--- src/rtl/lru_pkg.sv ---
package lru_pkg;

  localparam int ENTRIES_DEF    = 8;
  localparam int TAG_BITS_DEF   = 32;
  localparam int VALUE_BITS_DEF = 32;

  localparam int          CAP_BITS  = 4;
  localparam logic [3:0]  CAP_RESET = 4'd8;

  typedef enum logic [1:0] {
    ST_HIT      = 2'd0,
    ST_LOADED   = 2'd1,
    ST_NOTFOUND = 2'd2
  } status_t;

endpackage

--- src/rtl/lru_cache_lookup_fill_top.sv ---
// flow: a request accepted in IDLE passes the SCAN, DRAIN and UPDATE states;
//   no new request is taken until its result is issued; the tag scan reads one
//   entry per cycle through the single read port of the entry memory
// reset: synchronous, clears valid marks, recency ranks and occupancy and sets
//   capacity to 8; the entry memory is not cleared and needs no sweep
module lru_cache_lookup_fill_top #(
  parameter int ENTRIES    = lru_pkg::ENTRIES_DEF,
  parameter int TAG_BITS   = lru_pkg::TAG_BITS_DEF,
  parameter int VALUE_BITS = lru_pkg::VALUE_BITS_DEF
) (
  input  logic                        clk,
  input  logic                        rst,
  input  logic                        cfg_valid,
  output logic                        cfg_ready,
  input  logic [lru_pkg::CAP_BITS-1:0] cfg_data,
  input  logic                        in_valid,
  output logic                        in_ready,
  input  logic [TAG_BITS-1:0]         key_tag,
  input  logic [VALUE_BITS-1:0]       fill_value,
  input  logic                        fill_found,
  output logic                        out_valid,
  input  logic                        out_ready,
  output logic [1:0]                  status,
  output logic [VALUE_BITS-1:0]       value_out,
  output logic                        evicted,
  output logic [TAG_BITS-1:0]         evicted_key
);
  import lru_pkg::*;

  localparam int IDX_W  = (ENTRIES > 1) ? $clog2(ENTRIES) : 1;
  localparam int RANK_W = IDX_W;
  localparam int OCC_W  = $clog2(ENTRIES + 1);
  localparam int CW     = (OCC_W > CAP_BITS) ? OCC_W : CAP_BITS;
  localparam int WORD_W = TAG_BITS + VALUE_BITS;

  typedef enum logic [1:0] {IDLE, SCAN, DRAIN, UPDATE} state_t;

  state_t state;

  logic [WORD_W-1:0] mem [ENTRIES];
  logic [WORD_W-1:0] rd_word;

  logic [ENTRIES-1:0] valid;
  logic [RANK_W-1:0]  rank [ENTRIES];
  logic [OCC_W-1:0]   occ;
  logic [CAP_BITS-1:0] capacity;

  logic [TAG_BITS-1:0]   key;
  logic [VALUE_BITS-1:0] fill;
  logic                  found;

  logic [IDX_W-1:0] scan_idx;
  logic [IDX_W-1:0] cmp_idx;
  logic             cmp_en;

  logic                  hit;
  logic [IDX_W-1:0]      hit_idx;
  logic [RANK_W-1:0]     hit_rank;
  logic [VALUE_BITS-1:0] hit_data;
  logic                  vic_found;
  logic [IDX_W-1:0]      vic_idx;
  logic [TAG_BITS-1:0]   vic_tag;
  logic                  free_found;
  logic [IDX_W-1:0]      free_idx;

  logic [TAG_BITS-1:0]   rd_tag;
  logic [VALUE_BITS-1:0] rd_data;
  logic [OCC_W-1:0]      occ_m1;
  logic [CW-1:0]         eff_cap;
  logic                  do_evict;
  logic                  do_ins;
  logic [IDX_W-1:0]      slot;
  logic                  upd_fire;

  assign cfg_ready = 1'b1;
  assign in_ready  = (state == IDLE);
  assign rd_tag    = rd_word[WORD_W-1:VALUE_BITS];
  assign rd_data   = rd_word[VALUE_BITS-1:0];
  assign occ_m1    = occ - 1'b1;
  assign upd_fire  = (state == UPDATE) && (!out_valid || out_ready);

  always_comb begin
    if (capacity == '0) begin
      eff_cap = CW'(1);
    end else if (CW'(capacity) > CW'(ENTRIES)) begin
      eff_cap = CW'(ENTRIES);
    end else begin
      eff_cap = CW'(capacity);
    end
  end

  always_comb begin
    do_evict = !hit && found && (CW'(occ) >= eff_cap) && vic_found;
    do_ins   = 1'b0;
    slot     = free_idx;
    if (!hit && found) begin
      if (do_evict) begin
        do_ins = 1'b1;
        slot   = (free_found && (free_idx < vic_idx)) ? free_idx : vic_idx;
      end else begin
        do_ins = free_found;
      end
    end
  end

  // entry memory: one read port for the scan, one write port for the fill
  always_ff @(posedge clk) begin
    rd_word <= mem[scan_idx];
    if (upd_fire && do_ins) begin
      mem[slot] <= {key, fill};
    end
  end

  always_ff @(posedge clk) begin
    if (rst) begin
      state     <= IDLE;
      out_valid <= 1'b0;
      valid     <= '0;
      occ       <= '0;
      capacity  <= CAP_RESET;
      cmp_en    <= 1'b0;
      for (int i = 0; i < ENTRIES; i++) begin
        rank[i] <= '0;
      end
    end else begin
      if (cfg_valid) begin
        capacity <= cfg_data;
      end
      if (out_valid && out_ready) begin
        out_valid <= 1'b0;
      end

      // compare stage, one entry behind the read address
      if (cmp_en) begin
        if (!hit && valid[cmp_idx] && (rd_tag == key)) begin
          hit      <= 1'b1;
          hit_idx  <= cmp_idx;
          hit_rank <= rank[cmp_idx];
          hit_data <= rd_data;
        end
        if (valid[cmp_idx] && (occ != '0) && (rank[cmp_idx] == occ_m1[RANK_W-1:0])) begin
          vic_found <= 1'b1;
          vic_idx   <= cmp_idx;
          vic_tag   <= rd_tag;
        end
        if (!free_found && !valid[cmp_idx]) begin
          free_found <= 1'b1;
          free_idx   <= cmp_idx;
        end
      end

      case (state)
        IDLE: begin
          if (in_valid) begin
            key        <= key_tag;
            fill       <= fill_value;
            found      <= fill_found;
            scan_idx   <= '0;
            cmp_en     <= 1'b0;
            hit        <= 1'b0;
            vic_found  <= 1'b0;
            free_found <= 1'b0;
            state      <= SCAN;
          end
        end
        SCAN: begin
          cmp_idx <= scan_idx;
          cmp_en  <= 1'b1;
          if (scan_idx == IDX_W'(ENTRIES - 1)) begin
            state <= DRAIN;
          end else begin
            scan_idx <= scan_idx + 1'b1;
          end
        end
        DRAIN: begin
          cmp_en <= 1'b0;
          state  <= UPDATE;
        end
        UPDATE: begin
          if (upd_fire) begin
            out_valid <= 1'b1;
            state     <= IDLE;
            if (hit) begin
              status      <= ST_HIT;
              value_out   <= hit_data;
              evicted     <= 1'b0;
              evicted_key <= '0;
              for (int i = 0; i < ENTRIES; i++) begin
                if (valid[i] && (rank[i] < hit_rank)) begin
                  rank[i] <= rank[i] + 1'b1;
                end
              end
              rank[hit_idx] <= '0;
            end else if (!found) begin
              status      <= ST_NOTFOUND;
              value_out   <= '0;
              evicted     <= 1'b0;
              evicted_key <= '0;
            end else begin
              status      <= ST_LOADED;
              value_out   <= fill;
              evicted     <= do_evict;
              evicted_key <= do_evict ? vic_tag : '0;
              if (do_ins) begin
                for (int i = 0; i < ENTRIES; i++) begin
                  if (valid[i] && !(do_evict && (IDX_W'(i) == vic_idx))) begin
                    rank[i] <= rank[i] + 1'b1;
                  end
                end
              end
              if (do_evict) begin
                valid[vic_idx] <= 1'b0;
                rank[vic_idx]  <= '0;
              end
              if (do_ins) begin
                valid[slot] <= 1'b1;
                rank[slot]  <= '0;
              end
              occ <= occ - OCC_W'(do_evict) + OCC_W'(do_ins);
            end
          end
        end
        default: begin
          state <= IDLE;
        end
      endcase
    end
  end

endmodule

--- config.mk ---
export PLATFORM = sky130hd
export DESIGN_NAME = lru_cache_lookup_fill_top
export DESIGN_NICKNAME = d
export VERILOG_FILES = /design/src/rtl/lru_pkg.sv /design/src/rtl/lru_cache_lookup_fill_top.sv
export SDC_FILE = /design/constraint.sdc
export NUM_CORES = 1
export LEC_CHECK = 0
export CELL_PAD_IN_SITES_DETAIL_PLACEMENT = 0
export CELL_PAD_IN_SITES_GLOBAL_PLACEMENT = 1
export CORE_MARGIN = 2
export CORE_UTILIZATION = 59
export CTS_BUF_LIST = sky130_fd_sc_hd__clkbuf_16
export CTS_CLUSTER_SIZE = 28
export DETAILED_ROUTE_END_ITERATION = 7
export DONT_BUFFER_PORTS = 1
export PLACE_DENSITY = 0.88
export SYNTH_ARGS = -nofsm -noshare
export SYNTH_HDL_FRONTEND = slang
export SYNTH_SLANG_ARGS = --single-unit
--- constraint.sdc ---
create_clock -name clk -period 13.7 [get_ports clk]
set_input_delay 2.055 -clock clk [delete_from_list [all_inputs] [get_ports clk]]
set_output_delay 2.055 -clock clk [all_outputs]
set_load 0.02 [all_outputs]
Word level (Yosys, flattened, before mapping)
Memory sizes are Yosys's and may differ from the RTL's. A register that Yosys moved wholly into a read port is not among the register bits.
Index checks and enable logic that the tools add are counted.
{ "totals": {"ff_bits": 237, "output_inout_bits": 70, "mem_bits_rw": 536, "mem_count": 2, "input_bits": 74, "elab_cells": 366} }
{ "mem_list": {"columns": ["memory", "depth", "word_bits", "read_ports", "rd_ports_with_merged_regs", "write_ports", "line", "source"], "rows": [
  ["mem", 8, 64, 1, 1, 1, "lru_cache_lookup_fill_top.sv:40", "logic [WORD_W-1:0] mem [ENTRIES];"],
  ["rank", 8, 3, 9, 1, 10, "lru_cache_lookup_fill_top.sv:44", "logic [RANK_W-1:0] rank [ENTRIES];"]
]} }
{ "classes": {"eq_ne": 17, "n_mux": 202, "n_lt_le_gt_ge": 16, "addsub": 12, "reduce_logical": 70, "bitwise": 23} }
{ "op_table": {"columns": ["operator", "n"], "rows": [
  ["$mux W1", 157],
  ["$mux W3", 24],
  ["$mux W32", 2],
  ["$mux W8", 7],
  ["$logic_and A1 B1 Y1", 38],
  ["$eq A32 B32 Y1", 1],
  ["$add A3 B1 Y3 const B", 9],
  ["$lt A3 B3 Y1", 9],
  ["$reduce_and A3 Y1", 6],
  ["$or A1 B1 Y1", 16],
  ["$eq A3 B3 Y1 const A", 4],
  ["$logic_not A1 Y1", 12],
  ["$lt A3 B4 Y1 const B", 3],
  ["$and A8 B8 Y8", 1],
  ["$mux W2", 4],
  ["$mux W4", 2],
  ["$ne A2 B2 Y1 const B", 4],
  ["$not A8 Y8", 1],
  ["$or A8 B8 Y8", 1],
  ["$pmux W2 S4", 1],
  ["$reduce_and A4 Y1", 2],
  ["$demux W1 S3", 2],
  ["$eq A2 B3 Y1 const A", 2],
  ["$ge A3 B1 Y1 const B", 2],
  ["24 further kinds", 30]
]} }

Longest topological paths before layout
Gate-level depths: netlist of run 1.
{ "logic_depth": {"depth_word": 18, "depth_mapped": 18, "ltp_nobuf": 17} }

Worst setup path after synthesis of run 1
OpenSTA, ideal clock, no wires.
{ "synth_timing": {"path_kind": "input to register", "from": "input out_ready", "to": "memory rank[1][0] in the netlist's numbering", "setup_time_ns": 0.120, "n_path_buf": 0, "cell_stages": 6, "setup_slack_ns": 7.284, "arrival_time_ns": 6.296, "required_ns": 13.580, "cell_sequence": "nor2b_1 nor3_1 o211ai_1 a21oi_1 nor3_1 a22o_1"} }
{ "synth_rtl": {"columns": ["element", "line", "source"], "rows": [
  ["from (decl)", "lru_cache_lookup_fill_top.sv:22", "input logic out_ready,"],
  ["to (decl)", "lru_cache_lookup_fill_top.sv:44", null]
]} }

Worst setup path in the final report of run 1
{ "layout_timing": {"from": "input out_ready", "to": "memory mem[2][41] in the netlist's numbering (enable)"} }
{ "layout_between": {"elab_chain_len": 5} }
{ "layout_lines": {"columns": ["element", "line", "source"], "rows": [
  ["$logic_or A1 B1 Y1", "lru_cache_lookup_fill_top.sv:80", "assign upd_fire = (state == UPDATE) && (!out_valid || out_ready);"],
  ["$logic_and A1 B1 Y1", "lru_cache_lookup_fill_top.sv:80", null],
  ["$logic_and A1 B1 Y1", "lru_cache_lookup_fill_top.sv:109", "if (upd_fire && do_ins) begin"],
  ["$mux W1", "lru_cache_lookup_fill_top.sv:109", null],
  ["$mux W1 (implied by the code)", "lru_cache_lookup_fill_top.sv:110", "mem[slot] <= {key, fill};"],
  ["to (decl)", "lru_cache_lookup_fill_top.sv:40", null]
]} }
Every way passes these cells.

==> results of run 1 <==
per-stage QoR:
stage               utilization  worst slack [ns]
finish                    0.659              9.52
detailed placement        0.610              8.94
global route              0.658              9.34
CTS                       0.658              9.55
floorplan                     -              7.28
global placement          0.610              8.90
worst reg2reg max path: cells and delay by family, from the launching register on:
| kind | cells | cell delay, ns |
|---|---|---|
| simple gates | 7 | 1.59 |
| buf+inv | 2 | 1.11 |
| fa+ha+maj | 1 | 0.26 |
| flops | 1 | 0.36 |
| mux | 1 | 0.31 |
| compound gates | 1 | 0.10 |
per-layer routing:
layer  track usage  routed length (um)  up-vias
li1              -                   -     6593
met1         0.339               27500     8045
met2         0.413               34400      641
met3        0.0529                4780      160
met4        0.0874                2280        0
met5             0                   0        -
worst min-delay path by stage:
| stage | slack, ns | depth (start not counted) | endpoint |
|---|---|---|---|
| 2_1_floorplan | 0.39 | 0 | hit_data[0] |
| 3_3_place_gp | 0.39 | 0 | hit_data[29] |
| 3_5_place_dp | 0.39 | 0 | hit_data[24] |
| 4_1_cts | 0.40 | 0 | hit_data[7] |
| 5_1_grt | 0.41 | 0 | hit_data[3] |
| 6_report | 0.40 | 0 | hit_data[6] |
cell type report:
class	count	area (sq um)	share of cell area
diodes	2	5.00	0.000142
clock buffers	82	2050	0.0582
clock inverters	69	566	0.0161
inverters	40	150	0.00426
multi-input cells	668	7280	0.207
flip-flops and latches	840	24100	0.684
well taps	696	871	0.0247
repair buffers	24	193	0.00547
synth_stat cells, types with 30 or more instances:
cell        n
edfxtp_1  729
nor2_1     33
ha_1       44
mux2_2     69
a21oi_1    30
a22o_1     37
xor2_1     30
inv_1      39
nand2_1    30
clkbuf_1   35
dfxtp_1   111
and3_1     35
mux4_2    130
sequential cells by signal, indices dropped and copies added, names as in the netlist, 2 cells and up, named ones only:
register	count
state	2
capacity	4
free_idx	3
hit_idx	3
value_out	32
hit_rank	3
mem	512
cmp_idx	3
fill	32
occ	4
rd_word	64
key	32
valid	8
vic_idx	3
evicted_key	32
vic_tag	32
status	2
scan_idx	3
rank	24
hit_data	32
where the power goes:
part	internal, mW	switching [mW]	total [mW]	leakage (nW)
combinational	0.407	0.408	0.815	2.89
sequential	3.01	0.176	3.19	7.52
clock	1.23	0.958	2.19	1.35
total	4.65	1.54	6.20	11.8
logic make-up after synthesis:
kind of cell,after synthesis,synth area share
mux,222,0.127
fa+ha+maj,45,0.0180
compound gates,162,0.0369
buf+inv,107,0.0137
flops,840,0.759
simple gates,201,0.0350
xor+xnor,37,0.0102
other cells,1,0.000118
==> results.toml, run 1 <==
[final_layout]
final_common_cell = "edfxtp_1"
mostFrequentLayoutCells = "edfxtp_1 (729), mux4_2 (130), dfxtp_1 (111)"
area_growth_pct = 10.9
final_cell_area_sq_mm = 0.0352
final_net_count = 1775
final_cells = 2421
nFillCells = 3319
final_layout_size_suffix_gt1_frac = 0.213

[die]
rows = 85
core_sq_mm = 0.0535
start_util = 0.594
die-height_um = 236
die_w_um = 236
num_io_pins = 144
die-area_sq_mm = 0.0557

[timing]
rsz0062_at_grt = "false"
worst_pin_slew_ns = 1.49
report.final.slew_viol_count = 0
hold_viol_final = 0
fin_crit_sh = 0.305
whs_ns = 0.402
slew_headroom = 0.00676
fin_skew_ns = 0.0363
period_needed_ns = 4.18
tns_ns = 0
clock.fmax_ghz = 0.239
setup_viol = 0

[yosys]
synthArstFlopShare = 0
synth_nets = 1734
synth_cell_types = 71
synth_edf_count = 729
ys_seq_area_frac = 0.759
synth_area_leaders = "edfxtp_1 (69%), mux4_2 (9.2%), dfxtp_1 (7.0%), mux2_2 (2.4%), ha_1 (1.7%)"
avgSynthCellArea_sq_um = 19.7
synthFlopType = "edfxtp_1"
synth_top_area_share = 0.689
ys_seq_elements = 840
yosysTopAreaCell = "edfxtp_1"
yosysWarnings = 0
synth_area_sq_mm = 0.0318
netlist_instances = 1615

[placed_design]
dp.cells = 2268
hpwl_um = 38200
io_buffers = 0
placed_area_sq_mm = 0.0326
gp_congestion = 0.940

[routing]
first_iter_violations = 1574
drt-wirelength-per-cell_um = 28.5
drt_wl_total_um = 68900
ant_nets = 0
routed_via_density = 6.38
dr_total_vias = 15400
drc = 0
dr.pass1.iters = 5

[worst_setup_path]
reg2reg_to = "mem[5][41]"
r2r_cells = 12
cpMostUsedCell = "buf_4"
crit_buf_inv = 2
worstPathArrival_ns = 4.43
crit_required_ns = 13.94
cp.depth = 6
cpMaxStageDelayCell = "nor2_4"
crit_type = "input pin to register"
crit_fanout = 38
crit_end = "mem[2][41]"
r2r_slack_ns = 9.55
crit_family = "simple AND/OR/NAND/NOR gates"
start_kind = "input pin"
worstPathCellList = "nor2b_1 -> nor3_1 -> buf_4 -> o211ai_1 -> nor2_4 -> buf_4"
cpPeakStageDelay_ns = 0.88
r2r_start = "capacity[1]"
cp-end-kind = "register"
cp-startpoint = "out_ready"

[clock_tree]
ctsResizeCount = 0
cts_tree = "yes"
clockBufferDepth = 3
cts_made_buffers = 82
hold_buffers = 0
clk_pin_slew_ns = 0.06
htree_num_levels = 3
cts_num_sinks = 840
clk_latency_ns = 0.64
root_buffer = "clkbuf_16"
cts_setup_buffers = 0

[global_route]
grt_first_pass_wirelength_um = 103000
grt_overflow = 0
antenna_found_initial = 3
grt_start_max_net_pins = 132
grt_usage = 0.252
grt_pass1_vias = 16100

[outcome]
status = "finished clean"

[power_and_ir_drop]
power.total_mw = 6.20
leakagePower_nw = 11.8
p_per_area_mw_per_mm2 = 176
vdd_drop_max_mv = 0.123

[worst_hold_path]
min_from = "rd_word[6]"
worstHoldPathType = "register to register"

[flow_run]
cap_violations = 0
Note: power is estimated with default switching activity, not from simulation.
==> run 2, diff against run 1 <==
--- a/config.mk
+++ b/config.mk
@@ -8,12 +8,12 @@
 export CELL_PAD_IN_SITES_DETAIL_PLACEMENT = 0
 export CELL_PAD_IN_SITES_GLOBAL_PLACEMENT = 1
 export CORE_MARGIN = 2
-export CORE_UTILIZATION = 59
+export CORE_UTILIZATION = 50
 export CTS_BUF_LIST = sky130_fd_sc_hd__clkbuf_16
 export CTS_CLUSTER_SIZE = 28
 export DETAILED_ROUTE_END_ITERATION = 7
 export DONT_BUFFER_PORTS = 1
-export PLACE_DENSITY = 0.88
+export PLACE_DENSITY = 0.8
 export SYNTH_ARGS = -nofsm -noshare
 export SYNTH_HDL_FRONTEND = slang
 export SYNTH_SLANG_ARGS = --single-unit
==> constraint.sdc (replaced) <==
create_clock -name clk -period 3.7 [get_ports clk]
set_input_delay 0.555 -clock clk [delete_from_list [all_inputs] [get_ports clk]]
set_output_delay 0.555 -clock clk [all_outputs]
set_load 0.02 [all_outputs]
==> run 2 against run 1 <==
  * Critical path type is now register to register
  * Non-clock buffer count increased by 82
  * Highest routed layer is now met5
  * Hold slack got worse by 0.33 ns
  * Die area increased by 18%
==> results.toml, run 2 (same netlist as run 1, synthesis figures left out) <==
[worst_hold_path]
worstHoldPathType = "input pin to register"

[routing]
ant_nets = 0
drt_wl_total_um = 68000
dr_total_vias = 15600
dr.pass1.iters = 5
drc = 0
first_iter_violations = 1477
drt-wirelength-per-cell_um = 25.6
routed_via_density = 5.88

[final_layout]
seqCellArea_sq_mm = 0.0241
nFillCells = 4525
final_layout_size_suffix_gt1_frac = 0.214
top_register = "mem"
mostFrequentLayoutCells = "edfxtp_1 (729), mux4_2 (130), dfxtp_1 (111)"
top_regs = "mem: 512 flops, rd_word: 64 flops"
area_growth_pct = 15.0
final_cells = 2658
final_net_count = 1860
largest_register_ffs = 512
multi_input_area_sq_mm = 0.00729
final_common_cell = "edfxtp_1"

[power_and_ir_drop]
p_per_area_mw_per_mm2 = 634
pwr-share-comb = 0.134
leakagePower_nw = 12.2
internal_power_mw = 17.5
power.share.switching = 0.245
seqPwrFrac = 0.508
power.share.clock = 0.358
vdd_drop_max_mv = 0.412
switchingPower_mw = 5.67

[clock_tree]
htree_num_levels = 3
clk_latency_ns = 0.64
cts_made_buffers = 85
root_buffer = "clkbuf_16"
clockBufferDepth = 3
cts_setup_buffers = 0
cts_tree = "yes"
cts_num_sinks = 840
clk_pin_slew_ns = 0.06

[placed_design]
io_buffers = 0
gp_congestion = 0.906
dpl_worst_slack_ns = 0.409
dp.cells = 2434
hpwl_um = 39600

[timing]
setup_viol = 0
rsz0062_at_grt = "false"
worst_pin_slew_ns = 1.17
tns_ns = 0
clock.fmax_ghz = 0.315
fin_skew_ns = 0.0253
hold_viol_final = 0
fin_crit_sh = 0.857
layout_setup_ws_ns = 0.529
period_needed_ns = 3.17
report.final.slew_viol_count = 0
slew_headroom = 0.220

[die]
die-area_sq_mm = 0.0656
num_io_pins = 144
die_w_um = 256
rows = 92
start_util = 0.505
core_sq_mm = 0.0630
die-height_um = 256

[global_route]
grt_pass1_vias = 16100
grt_first_pass_wirelength_um = 102000
grt_start_max_net_pins = 131
grt_usage = 0.209
grt_overflow = 0
antenna_found_initial = 3

[worst_setup_path]
crit_fanout = 11
crit_required_ns = 4.17
worstPathArrival_ns = 3.64
start_kind = "register"
cpPeakStageDelay_ns = 0.38
cp-end-kind = "register"
cpMostUsedCell = "nor2_1"
worstPathCellList = "nor2_1 -> nor2_1 -> nor2_1 -> ha_1 -> nor3b_1 -> o21a_2 -> nor2_1 -> ha_1 -> inv_1 -> ha_1 -> inv_1 -> fa_1 -> xnor2_1 -> mux2i_1 -> nor2_1"
cpMaxStageDelayCell = "nor3b_1"
crit_type = "register to register"

[outcome]
status = "finished clean"

[flow_run]
cap_violations = 0
## run 2: final timing paths
| check | from | to | slack (ns) | cells after the start |
|---|---|---|---|---|
| worst min register to register | rd_word[7] | hit_data[7] | 0.40 | 0 |
| worst min-delay path | cfg_valid | capacity[3] | 0.07 | 1 |
| worst max-delay path | capacity[1] | occ[2] | 0.53 | 15 |
| worst max register to register | capacity[1] | occ[2] | 0.53 | 15 |
## run 2: per-layer routing
layer / part of all wire / track usage / vias up
li1: - / - / 6782
met1: 0.43 / 0.293 / 8255
met2: 0.49 / 0.339 / 502
met3: 0.056 / 0.0373 / 92
met4: 0.020 / 0.0606 / 2
met5: 0.00016 / 0 / -
## run 2: area by class of cell
class | count | area share
Sequential cell | 840 | 0.660
Multi-Input combinational cell | 668 | 0.199
Clock buffer | 85 | 0.0582
Timing Repair Buffer | 106 | 0.0331
Tap cell | 846 | 0.0290
Clock inverter | 72 | 0.0164
Inverter | 40 | 0.00411
Antenna cell | 1 | 0.0000685
## run 2: through the flow
stage	hold WS (ns)	area, sq um	util	total power [mW]
CTS	0.0318	36500	0.580	23.4
floorplan	0.386	31800	-	14.1
global placement	0.387	33200	0.527	14.9
global route	0.0564	36600	0.580	24.0
detailed placement	0.389	33200	0.527	15.0
finish	0.0683	36600	0.580	23.2
## run 2: critical path: cells and delay by family, from the launching register on
family | cells | cell delay (ns)
AOI/OAI and AO/OA | 1 | 0.37
xor gates and xnor gates | 1 | 0.14
adders and majority gates | 4 | 1.10
buffers and inverters | 2 | 0.11
DFF | 1 | 0.35
muxes | 1 | 0.13
and+or+nand+nor | 6 | 0.82
## run 2: power by group through the flow
stage	sequential (mW)	clock (mW)	combinational, mW
floorplan	11.7	0	2.37
global placement	11.9	0	3.01
detailed placement	12.0	0	3.04
CTS	11.8	8.45	3.15
global route	11.8	8.82	3.34
finish	11.8	8.30	3.10
## run 2: repair_timing
action	4_1_cts	5_1_grt
hold buffers	66	0
gates resized for setup	0	1
setup endpoints to repair	0	1
hold endpoints to repair	87	0
